--- config.mk ---
export PLATFORM = sky130hd
export DESIGN_NAME = c2cs_norm
export DESIGN_NICKNAME = d
export VERILOG_FILES = /design/src/hdl/c2cs_pkg.sv /design/src/hdl/c2cs_norm.sv
export SDC_FILE = /design/constraint.sdc
export NUM_CORES = 1
export LEC_CHECK = 0
export BUFFER_PORTS_ARGS = -buffer_cell sky130_fd_sc_hd__buf_2
export CORE_MARGIN = 5
export CORE_UTILIZATION = 25
export CTS_CLUSTER_SIZE = 24
export DETAILED_ROUTE_END_ITERATION = 16
export HOLD_SLACK_MARGIN = 0.12
export SYNTH_ARGS = -nofsm -noshare
export SYNTH_HDL_FRONTEND = slang
export SYNTH_SLANG_ARGS = --single-unit
--- constraint.sdc ---
create_clock -name clk -period 3.8 [get_ports clk]
set_input_delay 0.38 -clock clk [delete_from_list [all_inputs] [get_ports clk]]
set_output_delay 0.38 -clock clk [all_outputs]
set_load 0.005 [all_outputs]
--- src/hdl/c2cs_pkg.sv ---
// ----------------------------------------------------------------------------
// c2cs_pkg: shared types and constants for the coordinate converter
// Holds the arctangent table, the pipeline widths and the cordic lane struct.
// ----------------------------------------------------------------------------
`default_nettype none

package c2cs_pkg;

  localparam int COORD_BITS   = 16;
  localparam int ANGLE_FRAC   = 13;
  localparam int ACC_FRAC     = 30;
  localparam int STEPS        = 31;
  localparam int W            = 62;   // cordic datapath width
  localparam int ZW           = 34;   // q30 accumulator width (signed)
  localparam int SQW          = 34;   // squared magnitudes
  localparam int RW           = 18;   // root width
  localparam int SQ_NB        = 72;   // square root radicand bits, even
  localparam int SQ_LAT       = 36;   // square root stages, SQ_NB/2
  localparam int LATENCY      = 73;   // start edge to result edge

  localparam logic [ZW-1:0] PI_Q30      = 34'd3373259426;
  localparam logic [ZW-1:0] HALF_PI_Q30 = 34'd1686629713;

  function automatic logic [ZW-1:0] atan_tab(input logic [4:0] i);
    logic [ZW-1:0] v;
    case (i)
      5'd0: v = 34'd843314857;
      5'd1: v = 34'd497837829;
      5'd2: v = 34'd263043837;
      5'd3: v = 34'd133525159;
      5'd4: v = 34'd67021687;
      5'd5: v = 34'd33543516;
      5'd6: v = 34'd16775851;
      5'd7: v = 34'd8388437;
      5'd8: v = 34'd4194283;
      5'd9: v = 34'd2097149;
      default: v = ZW'(34'd1) << (ACC_FRAC - 10 - (int'(i) - 10));
    endcase
    return v;
  endfunction

  // one cordic lane in flight
  typedef struct packed {
    logic signed [W:0]  x;
    logic signed [W:0]  y;
    logic signed [ZW:0] z;
    logic               trivial;   // angle is fixed, cordic ignored
    logic [ZW-1:0]      fixed;
    logic               xneg;
    logic               yneg;
  } lane_t;

endpackage

`default_nettype wire

--- src/hdl/c2cs_norm.sv ---
// ----------------------------------------------------------------------------
// c2cs_norm: normalizing front end of a cordic lane
// Registered leading-bit shift that lifts the larger magnitude to bit 59.
// ----------------------------------------------------------------------------
`default_nettype none

module c2cs_norm (
  input  wire logic             clk,
  input  wire logic [35:0]      ax,
  input  wire logic [35:0]      ay,
  input  wire logic             xneg,
  input  wire logic             yneg,
  output      c2cs_pkg::lane_t  lane
);
  import c2cs_pkg::*;

  logic [35:0] m;
  logic [5:0]  lz;
  lane_t       nl;
  always_comb begin
    m  = (ax > ay) ? ax : ay;
    lz = 6'd0;
    for (int b = 0; b < 36; b++) begin
      if (m[b]) lz = 6'(59 - b);
    end
    nl.x       = $signed({1'b0, W'({26'd0, ax} << lz)});
    nl.y       = $signed({1'b0, W'({26'd0, ay} << lz)});
    nl.z       = '0;
    nl.xneg    = xneg;
    nl.yneg    = yneg;
    nl.trivial = (ay == '0) || (ax == '0);
    nl.fixed   = (ay == '0) ? '0 : HALF_PI_Q30;
  end

  always_ff @(posedge clk) begin
    lane <= nl;
  end
endmodule

`default_nettype wire

==> results.py <==
metrics = {
    "place": {
        "place_ws_ps": -866.7,
        "dp_hpwl_um": 44570,
        "place_area_um2": 14960,
        "gp_congestion": 1.009,
        "port_buffers": 217,
        "place_inst": 2348,
    },
    "layout": {
        "nFillCells": 4064,
        "drive_above_1_share_pct": 48.66,
        "n_antenna_cell": 0,
        "layout.nets": 1997,
        "fin_cells": 2431,
        "design_area_um2": 17050,
        "regMostFlops": "lane",
        "top_regs": "lane (128)",
        "syn_to_final_growth_pct": 65.12,
        "final_core_util_pct": 41.75,
        "largest_reg_flops": 128,
    },
    "global_routing": {
        "grt_pass1_wl_um": 77620,
        "antenna_found_initial": 1,
        "grt_pass1_vias": 12530,
        "grt_max_degree": 25,
        "overflow": 0,
        "grtUsageTotal_pct": 22.62,
    },
    "drt": {
        "drcViolationCount": 0,
        "vias_per_cell": 5.284,
        "vias": 12850,
        "ant_nets": 0,
        "wl_per_cell_um": 22.66,
        "drt_wl_total_um": 55090,
        "drt_iter0_markers": 1157,
        "dr.pass1.iters": 7,
    },
    "timing": {
        "max_freq_mhz": 263.9,
        "worstMarginPinSlew_ps": 785.1,
        "post-route-period-util_pct": 99.71,
        "relSlewSlack_pct": 47.18,
        "setup_viol": 0,
        "rsz0062_at_grt": "yes",
        "setup_ws_ps": 10.90,
        "slew_violations": 0,
        "hold_viol": 0,
        "fin_crit_ps": 3789,
    },
    "floorplan": {
        "io_pins": 273,
        "rows": 74,
        "die_x_um": 213.2,
        "initial_utilization_pct": 25.28,
        "die_h_um": 213.2,
        "dieArea_um2": 45460,
        "core_um2": 40830,
    },
    "synthesis": {
        "synth-async-reset-ratio_pct": 0,
        "synthSimpleGateAreaFrac_pct": 16.17,
        "synthAdderAreaFrac_pct": 4.363,
        "synth_edf_count": 0,
        "ys.flop_type": "dfxtp_1",
        "syn_area_um2": 10320,
        "synth_cell_types": 88,
        "ys_warn_count": 0,
        "yosysSeqAreaShare_pct": 24.82,
        "synth_compound_area_share_pct": 23.06,
        "synth_xor_area_share_pct": 0,
        "ys_ff_latch": 128,
        "syn_area_per_cell_um2": 8.272,
        "postSynthCellCount": 1248,
        "synth_top_family_by_area": "compound AO/OA/AOI/OAI gates",
        "ys_top_cells_by_area": "dfxtp_1, mux2i_1, buf_4, ha_1, a21oi_1",
        "synth_top_area_cell": "dfxtp_1",
        "netlist.area_leader.share_pct": 24.82,
        "synthMuxAreaShare_pct": 20.46,
    },
    "worst_setup_path": {
        "startpoint": "ay[9]",
        "endpoint_kind": "register",
        "required_ps": 4120,
        "critical_path_class": "input pin to register",
        "worst_setup_path_start_kind": "input pin",
        "crit_arrival_ps": 4110,
        "crit_fanout": 8,
    },
    "power_and_ir_drop": {
        "seq_power_share_pct": 25.7,
        "leakage_uw": 0.008046,
        "intPower_uw": 3987,
        "ir_worst_vdd_mv": 0.2895,
        "power_switching_uw": 2155,
        "finalPower_uw": 6142,
        "netSwitchingFraction_pct": 35.08,
        "comb_power_share_pct": 45.2,
        "p_per_area_nw_per_um2": 360.3,
        "p_clk_share_pct": 29.1,
    },
    "clock_network": {
        "cts_tree": "done",
        "clockBufferDepth": 2,
        "path_clk_slew_ps": 80,
        "clock_sinks": 128,
        "cts_max_level": 4,
        "root_buffer": "clkbuf_16",
        "cts_buffers": 17,
    },
    "flow_run": {
        "cap_violations": 0,
    },
    "run_status": {
        "run_status": "completed",
    },
    "worst_hold_path": {
        "hold_class": "input pin to register",
        "min-delay-start": "ay[26]",
    },
}
worst max-delay path, stage by stage:
cell and delay (ps):
buf_2 110, inv_1 100, ha_1 250, a21oi_1 160, o21ai_1 80, a221o_1 370, o21a_1 220, o21ai_4 260
buf_4 180, mux2_4 320, o21a_4 280, buf_12 150, a211oi_1 320, a21oi_1 180, mux2i_2 290, mux2i_1 120
a221o_1 340
kinds of logic (layout without fill, tap and decap cells):
logic type / after synthesis / in the layout
fa+ha+maj: 36 / 36
compound gates: 347 / 348
simple gates: 337 / 337
mux: 204 / 204
buf+inv: 195 / 791
other cells: 1 / 55
flops: 128 / 128
path summary, 6_finish.rpt:
kind / endpoint / slack, ps / depth (start not counted)
min: lane[31]$_DFF_P_ / 400 / 4
max: lane[133]$_DFF_P_ / 10 / 17
cell usage in the layout (no fill, tap or decap), types with 8 or more instances in the layout:
master / count
inv_2: 13
buf_6: 24
mux2i_1: 127
buf_12: 24
o21ai_1: 14
a22o_1: 8
a21oi_1: 80
a21oi_2: 9
ha_1: 20
mux2i_2: 32
o22ai_1: 26
o21ai_0: 38
o21a_1: 8
conb_1: 55
nor3_1: 50
mux2_2: 22
dfxtp_1: 128
nand2_1: 69
buf_4: 453
a211oi_1: 8
clkbuf_16: 19
o211ai_1: 23
buf_2: 207
mux2i_4: 16
inv_1: 30
nand3_1: 35
nor4_1: 20
a21o_1: 12
nor2_1: 82
nand4_1: 13
ha_4: 16
or3_1: 12
synthesized netlist by cell type, drive strengths merged (7+ instances only):
| master | number |
|---|---|
| mux2i | 175 |
| dfxtp | 128 |
| buf | 121 |
| a21oi | 90 |
| nor2 | 88 |
| nand2 | 70 |
| nor3 | 58 |
| o21ai | 57 |
| inv | 45 |
| nand3 | 38 |
| ha | 36 |
| clkbuf | 29 |
| mux2 | 29 |
| o22ai | 27 |
| o211ai | 25 |
| nor4 | 22 |
| nand4 | 16 |
| or3 | 13 |
| a21o | 12 |
| a211oi | 11 |
| a22oi | 10 |
| o21a | 9 |
| a22o | 8 |
| a31oi | 8 |
| and2 | 8 |
| and3 | 8 |
| a21boi | 7 |
| o221ai | 7 |
| o31ai | 7 |
| o32ai | 7 |
repair_timing:
item,CTS,global route
endpoints found under the setup margin,29,103
pin swaps,15,34
endpoints found under the hold margin,2,0
hold buffers,2,0
resized for setup,22,182
cloned,0,3
buffers inserted,15,33
through the flow:
stage | hold slack, ps | setup TNS, ps
2_1_floorplan | 407.7 | 0
3_3_place_gp | 481.7 | -43840
3_5_place_dp | 487.3 | -48110
4_1_cts | 349.4 | -40.11
5_1_grt | 394.5 | -833.6
6_report | 401.0 | 0
power by group through the flow:
stage | clock network, uW | registers [uW] | logic (uW)
floorplan | 0 | 1610 | 1080
global placement | 0 | 1610 | 2420
detailed placement | 0 | 1610 | 2430
CTS | 1820 | 1580 | 2490
global route | 1860 | 1590 | 2930
finish | 1790 | 1580 | 2780
routing by layer:
metal	wire [um]	part of all wire [%]	track usage (%)	vias up
met2	26980	49	39.08	638
met5	7	0.013	0	-
met4	2007	3.6	9.232	2
li1	-	-	-	5862
met1	21920	40	28.19	6215
met3	4179	7.6	3.453	128
cell type report:
class,count,area (um^2),area share [%]
clock buffers,17,425.4,2.496
clock inverters,15,207.7,1.218
inverters,45,173.9,1.020
multi-input cells,980,7724,45.31
flip-flops and latches,128,2562,15.03
well taps,532,665.6,3.905
repair buffers,714,5288,31.02
Note: power is estimated with default switching activity, not from simulation.
