<file path="src/hdl/c2cs_pkg.sv">
// ----------------------------------------------------------------------------
// c2cs_pkg: shared types and constants for the coordinate converter
// Holds the arctangent table, the pipeline widths and the cordic lane struct.
// ----------------------------------------------------------------------------
`default_nettype none

package c2cs_pkg;

  localparam int COORD_BITS   = 16;
  localparam int ANGLE_FRAC   = 13;
  localparam int ACC_FRAC     = 30;
  localparam int STEPS        = 31;
  localparam int W            = 62;   // cordic datapath width
  localparam int ZW           = 34;   // q30 accumulator width (signed)
  localparam int SQW          = 34;   // squared magnitudes
  localparam int RW           = 18;   // root width
  localparam int SQ_NB        = 72;   // square root radicand bits, even
  localparam int SQ_LAT       = 36;   // square root stages, SQ_NB/2
  localparam int LATENCY      = 73;   // start edge to result edge

  localparam logic [ZW-1:0] PI_Q30      = 34'd3373259426;
  localparam logic [ZW-1:0] HALF_PI_Q30 = 34'd1686629713;

  function automatic logic [ZW-1:0] atan_tab(input logic [4:0] i);
    logic [ZW-1:0] v;
    case (i)
      5'd0: v = 34'd843314857;
      5'd1: v = 34'd497837829;
      5'd2: v = 34'd263043837;
      5'd3: v = 34'd133525159;
      5'd4: v = 34'd67021687;
      5'd5: v = 34'd33543516;
      5'd6: v = 34'd16775851;
      5'd7: v = 34'd8388437;
      5'd8: v = 34'd4194283;
      5'd9: v = 34'd2097149;
      default: v = ZW'(34'd1) << (ACC_FRAC - 10 - (int'(i) - 10));
    endcase
    return v;
  endfunction

  // one cordic lane in flight
  typedef struct packed {
    logic signed [W:0]  x;
    logic signed [W:0]  y;
    logic signed [ZW:0] z;
    logic               trivial;   // angle is fixed, cordic ignored
    logic [ZW-1:0]      fixed;
    logic               xneg;
    logic               yneg;
  } lane_t;

endpackage

`default_nettype wire

</file>
<file path="src/hdl/c2cs_sqrt.sv">
// ----------------------------------------------------------------------------
// c2cs_sqrt: pipelined restoring square root
// One result bit per stage, with the remainder kept for rounding.
// ----------------------------------------------------------------------------
`default_nettype none

module c2cs_sqrt (
  input  wire logic                            clk,
  input  wire logic [c2cs_pkg::SQ_NB-1:0]      rad,
  output      logic [c2cs_pkg::SQ_NB/2-1:0]    root,
  output      logic [c2cs_pkg::SQ_NB/2+1:0]    rem
);
  import c2cs_pkg::*;

  logic [SQ_NB-1:0]   op  [0:SQ_LAT];
  logic [SQ_NB/2-1:0] res [0:SQ_LAT];
  logic [SQ_NB/2+1:0] rr  [0:SQ_LAT];

  assign op[0]  = rad;
  assign res[0] = '0;
  assign rr[0]  = '0;

  for (genvar g = 0; g < SQ_LAT; g++) begin : g_st
    logic [SQ_NB/2+1:0] trial;
    logic [SQ_NB/2+1:0] cand;
    always_comb begin
      trial = {rr[g][SQ_NB/2-1:0], op[g][SQ_NB-1 -: 2]};
      cand  = {res[g], 2'b01};
    end
    always_ff @(posedge clk) begin
      op[g+1] <= op[g] << 2;
      if (trial >= cand) begin
        rr[g+1]  <= trial - cand;
        res[g+1] <= {res[g][SQ_NB/2-2:0], 1'b1};
      end else begin
        rr[g+1]  <= trial;
        res[g+1] <= {res[g][SQ_NB/2-2:0], 1'b0};
      end
    end
  end

  assign root = res[SQ_LAT];
  assign rem  = rr[SQ_LAT];
endmodule

`default_nettype wire

</file>
<file path="config.mk">
export PLATFORM = sky130hd
export DESIGN_NAME = c2cs_sqrt
export DESIGN_NICKNAME = d
export VERILOG_FILES = /design/src/hdl/c2cs_pkg.sv /design/src/hdl/c2cs_sqrt.sv
export SDC_FILE = /design/constraint.sdc
export NUM_CORES = 2
export LEC_CHECK = 0
export BUFFER_PORTS_ARGS = -buffer_cell sky130_fd_sc_hd__buf_4
export CORE_ASPECT_RATIO = 0.75
export CORE_MARGIN = 2
export CORE_UTILIZATION = 25
export DETAILED_ROUTE_END_ITERATION = 7
export PLACE_DENSITY = 0.38
export SLEW_MARGIN = 20
export SYNTH_ARGS = -nofsm -noshare
export SYNTH_HDL_FRONTEND = slang
export SYNTH_SLANG_ARGS = --single-unit
export TNS_END_PERCENT = 100
</file>
<file path="constraint.sdc">
create_clock -name clk -period 3.15 [get_ports clk]
set_input_delay 0.1575 -clock clk [delete_from_list [all_inputs] [get_ports clk]]
set_output_delay 0.1575 -clock clk [all_outputs]
set_load 0.01 [all_outputs]
</file>
==> summary.txt <==
Floorplanning
  – Boundary Pins: 147
  – Core Region: 462000 µm²
  – Die area: 470000 µm²
  – Horiz. Die Dim: 791 µm
  – Starting density of the core: 25.1%
  – Cell Rows: 216
  – Chip height: 594 µm

GRT
  – Largest net degree at the start of global routing: 63
  – First-pass GRT wire length: 495000 µm
  – Vias in the first global route: 86900
  – Gr ovfl total: 0
  – Initial antenna violation count: 11
  – Total track usage: 13.1%

Worst setup path
  – Worst path bufs/invs: 1
  – CP dominant cell by count: or4_4
  – R2r endpoint: g_st[19].trial[35]
  – CP top delay family: simple AND/OR/NAND/NOR gates
  – Critical path fanouts, max: 7
  – Reg-to-reg slack, setup: -0.21 ns
  – Worst Path Required: 4.00 ns
  – R2R depth: 11
  – Crit-path slowest cell: or4_4
  – CP Class: reg -> reg
  – Crit end category: flop
  – Slowest cell delay on critical path: 0.52 ns
  – Cell Chain, Critical Path: or4_4, or4_4, or3_4, or4_4, or3_4, a41oi_4, buf_6, or4b_4, a31o_4, nor4_2, xor2_1
  – Worst EP arrival: 4.21 ns
  – Critical Path Source Type: flop
  – Worst r2r src: g_st[18].trial[25]

Placement
  – GPL Wtd Cong: 0.835
  – Placed cells: 18900
  – HPWL after detailed placement: 241000 µm
  – Post-Place Cell Area: 135000 µm²
  – Port bufs: 146
  – Place WS: -0.672 ns

Clocking
  – CTS H-tree lvls: 5
  – CTS tree: built
  – CTS root buffer: clkbuf_16
  – Maximum clock path buffer count: 4
  – Total CTS buffers: 339
  – TritonCTS Sinks: 3151
  – Clk slew on worst S/H paths: 0.06 ns
  – Clock insertion delay at the later pin of the skew report: 0.99 ns

Finish
  – Final net count: 14300
  – Area of the multi-input gates: 54000 µm²
  – Area Growth Syn to Fin: 34.1%
  – Storage cell area: 63200 µm²
  – Layout cells sized above 1: 24.4%
  – Fill cells: 46900
  – Final Instance Area: 156000 µm²
  – Final Instance Count excl. Fillers: 19900

Power
  – Clock power frac: 33.3%
  – Sequential share of power: 43.3%
  – Leakage power: 71.0 nW
  – NetSw: 37.0 mW
  – Max rail drop VDD: 0.723 mV
  – Pint: 84.3 mW
  – Logic pwr share: 23.4%
  – Total power: 121 mW
  – Sw frac: 30.5%
  – Power Density: 778 nW/µm²

Synth
  – Register area share after synthesis: 54.3%
  – Top post-synthesis cells by area: dfxtp_1 (54%), ha_1 (7.6%), xnor2_1 (4.1%), xor2_1 (3.6%), a21oi_1 (3.5%)
  – Yosys warns: 0
  – Post-Syn Area: 116000 µm²
  – Unique masters post-synth: 88
  – Post-synthesis cell count: 11500
  – Net count of the mapped netlist: 12300
  – Average size of a mapped cell: 10.1 µm²
  – Post-synth ARST share: 0%
  – Post-synth top area share: 54.3%
  – EDFF count, synth: 0
  – Primary FF master, synth: dfxtp_1
  – Seq cells post-synth: 3151
  – Post-synth top area cell: dfxtp_1

Timing
  – Crit share post-route: 107%
  – Tmin final: 3.36 ns
  – Setup Viol. Count Final: 172
  – Worst Slack Setup Final: -0.214 ns
  – Unrepaired setup endpoints after global routing: true
  – Post-route clock skew: 0.0693 ns
  – Final max-slew violation count: 0
  – Worst-Margin Slew: 0.801 ns
  – Fmax: 297 MHz
  – Final Hold Vio Count: 0
  – Max transition margin: 46.1%

Drt
  – Wirelength per Cell: 16.2 µm
  – Remaining DRCs: 0
  – Via count: 86500
  – 1st-pass router iterations: 6
  – Total Wirelength: 324000 µm
  – Vias/cell: 4.34
  – 1st-iter DRT viols: 4957
  – Remaining antenna violation count after routing: 0

Min path
  – Hold-critical path depth: 0
  – Hold Crit Start: op[845]
  – Hold Path Sink: op[775]
  – HP Class: reg -> reg

Status
  – Status: complete, but fails checks
  – Failing checks: negative setup slack

Job
  – Max Cap Viol: 0
==> cell usage after synthesis, types with 21 or more instances <==
library cell	n
a2111oi_0	22
a211o_1	21
a211oi_1	54
a21boi_0	38
a21o_1	276
a21oi_1	808
a31oi_1	60
and2_1	39
and3_1	70
clkbuf_1	211
dfxtp_1	3151
ha_1	708
inv_1	883
mux2_2	117
nand2_1	758
nand2b_1	162
nand3_1	189
nand3b_1	26
nand4_1	116
nor2_1	747
nor2b_1	107
nor3_1	283
nor4_1	136
o211ai_1	49
o21a_1	132
o21ai_0	606
o21bai_1	77
o31a_1	23
o31ai_1	68
or2_2	53
or3_1	108
or4_1	72
xnor2_1	547
xor2_1	479
==> metrics by stage <==
step                      hold WS, ns  util [%]  TNS, ns
final                           0.301      33.7   -15.76
after global placement          0.262      29.2  -109.54
after CTS                       0.232      32.7   -13.08
after floorplan                 0.185         -    -2.52
after global routing            0.284      33.7   -39.50
after detailed placement        0.263      29.2  -109.78
==> registers in the layout, summed over array words and instances (netlist names) <==
register and flops:
rem 38, g_st.trial 1257, op 1190, g_st.cand 630, root 36
==> how the worst max path moves through the flow <==
stage / from / to / depth (start not counted)
floorplan: g_st[18].trial[25] / g_st[19].trial[35] / 10
global placement: g_st[35].cand[13] / rem[17] / 11
detailed placement: g_st[35].cand[13] / rem[17] / 11
CTS: g_st[18].trial[25] / g_st[19].trial[25] / 11
global route: g_st[18].trial[25] / g_st[19].trial[25] / 11
finish: g_st[18].trial[25] / g_st[19].trial[35] / 11
==> power groups by stage <==
stage	Combinational, mW	Sequential, mW	Clock [mW]
finish	28.3	52.6	40.4
global route	31.3	53.4	43.9
CTS	26.8	52.4	42.2
detailed placement	25.1	53.1	0
global placement	25.1	53.2	0
floorplan	15.6	50.8	0
==> routing by layer <==
metal / GRT usage, % / wire length, µm / part of all wire, % / vias to the layer above
met3: 2.02 / 15000 / 4.6 / 484
met1: 19.1 / 164000 / 51 / 40900
met5: 0 / 0 / 0 / -
met4: 3.10 / 7150 / 2.2 / 0
met2: 20.1 / 137000 / 42 / 1513
li1: - / - / - / 43600
==> logic make-up after synthesis <==
| logic type | after synthesis | share of synthesized area [%] |
|---|---|---|
| buffers and inverters | 1131 | 3.67 |
| flip-flops | 3151 | 54.3 |
| multiplexers | 132 | 1.26 |
| adder cells (fa/ha/maj) | 708 | 7.63 |
| AO/OA/AOI/OAI | 2428 | 12.9 |
| AND/OR/NAND/NOR | 2955 | 12.5 |
| XOR/XNOR | 1026 | 7.74 |
| other | 1 | 0.00323 |
==> final cells by class <==
cell class / instances / area share, %
Timing Repair inverter: 1 / 0.00482
Antenna cell: 13 / 0.0209
Timing Repair Buffer: 1897 / 10.4
Clock buffer: 468 / 6.13
Tap cell: 6104 / 4.90
Clock inverter: 144 / 1.13
Sequential cell: 3151 / 40.6
Inverter: 890 / 2.16
Multi-Input combinational cell: 7251 / 34.7
==> cell usage in the layout, fill, tap and decap left out, types with 67 or more instances in the layout <==
cell type | netlist | final
nand2b_1 | 162 | 155
mux2_2 | 117 | 111
o21ai_0 | 606 | 481
nand4_1 | 116 | 116
buf_4 | 0 | 1588
ha_1 | 708 | 639
nand3_1 | 189 | 161
dfxtp_1 | 3151 | 3046
nor4_1 | 136 | 82
clkbuf_16 | 0 | 360
a21o_1 | 276 | 273
nor2_1 | 747 | 647
o21bai_1 | 77 | 76
nand2_1 | 758 | 709
o21ai_1 | 3 | 77
inv_1 | 883 | 861
clkbuf_1 | 211 | 75
xor2_1 | 479 | 475
a21oi_1 | 808 | 724
a21oi_2 | 0 | 69
dlygate4sd3_1 | 0 | 145
nor2b_1 | 107 | 97
or3_1 | 108 | 91
dfxtp_2 | 0 | 95
nor3_1 | 283 | 240
xnor2_1 | 547 | 527
buf_6 | 0 | 67
o21a_1 | 132 | 132
==> what timing repair did <==
item	in CTS	in global routing
pin swaps	150	270
setup endpoints to repair	668	886
hold buffers	145	0
endpoints found under the hold margin	73	0
buffers inserted	88	112
cloned	22	21
resized for setup	552	838
No activity file was read; power rests on OpenSTA's default activity.
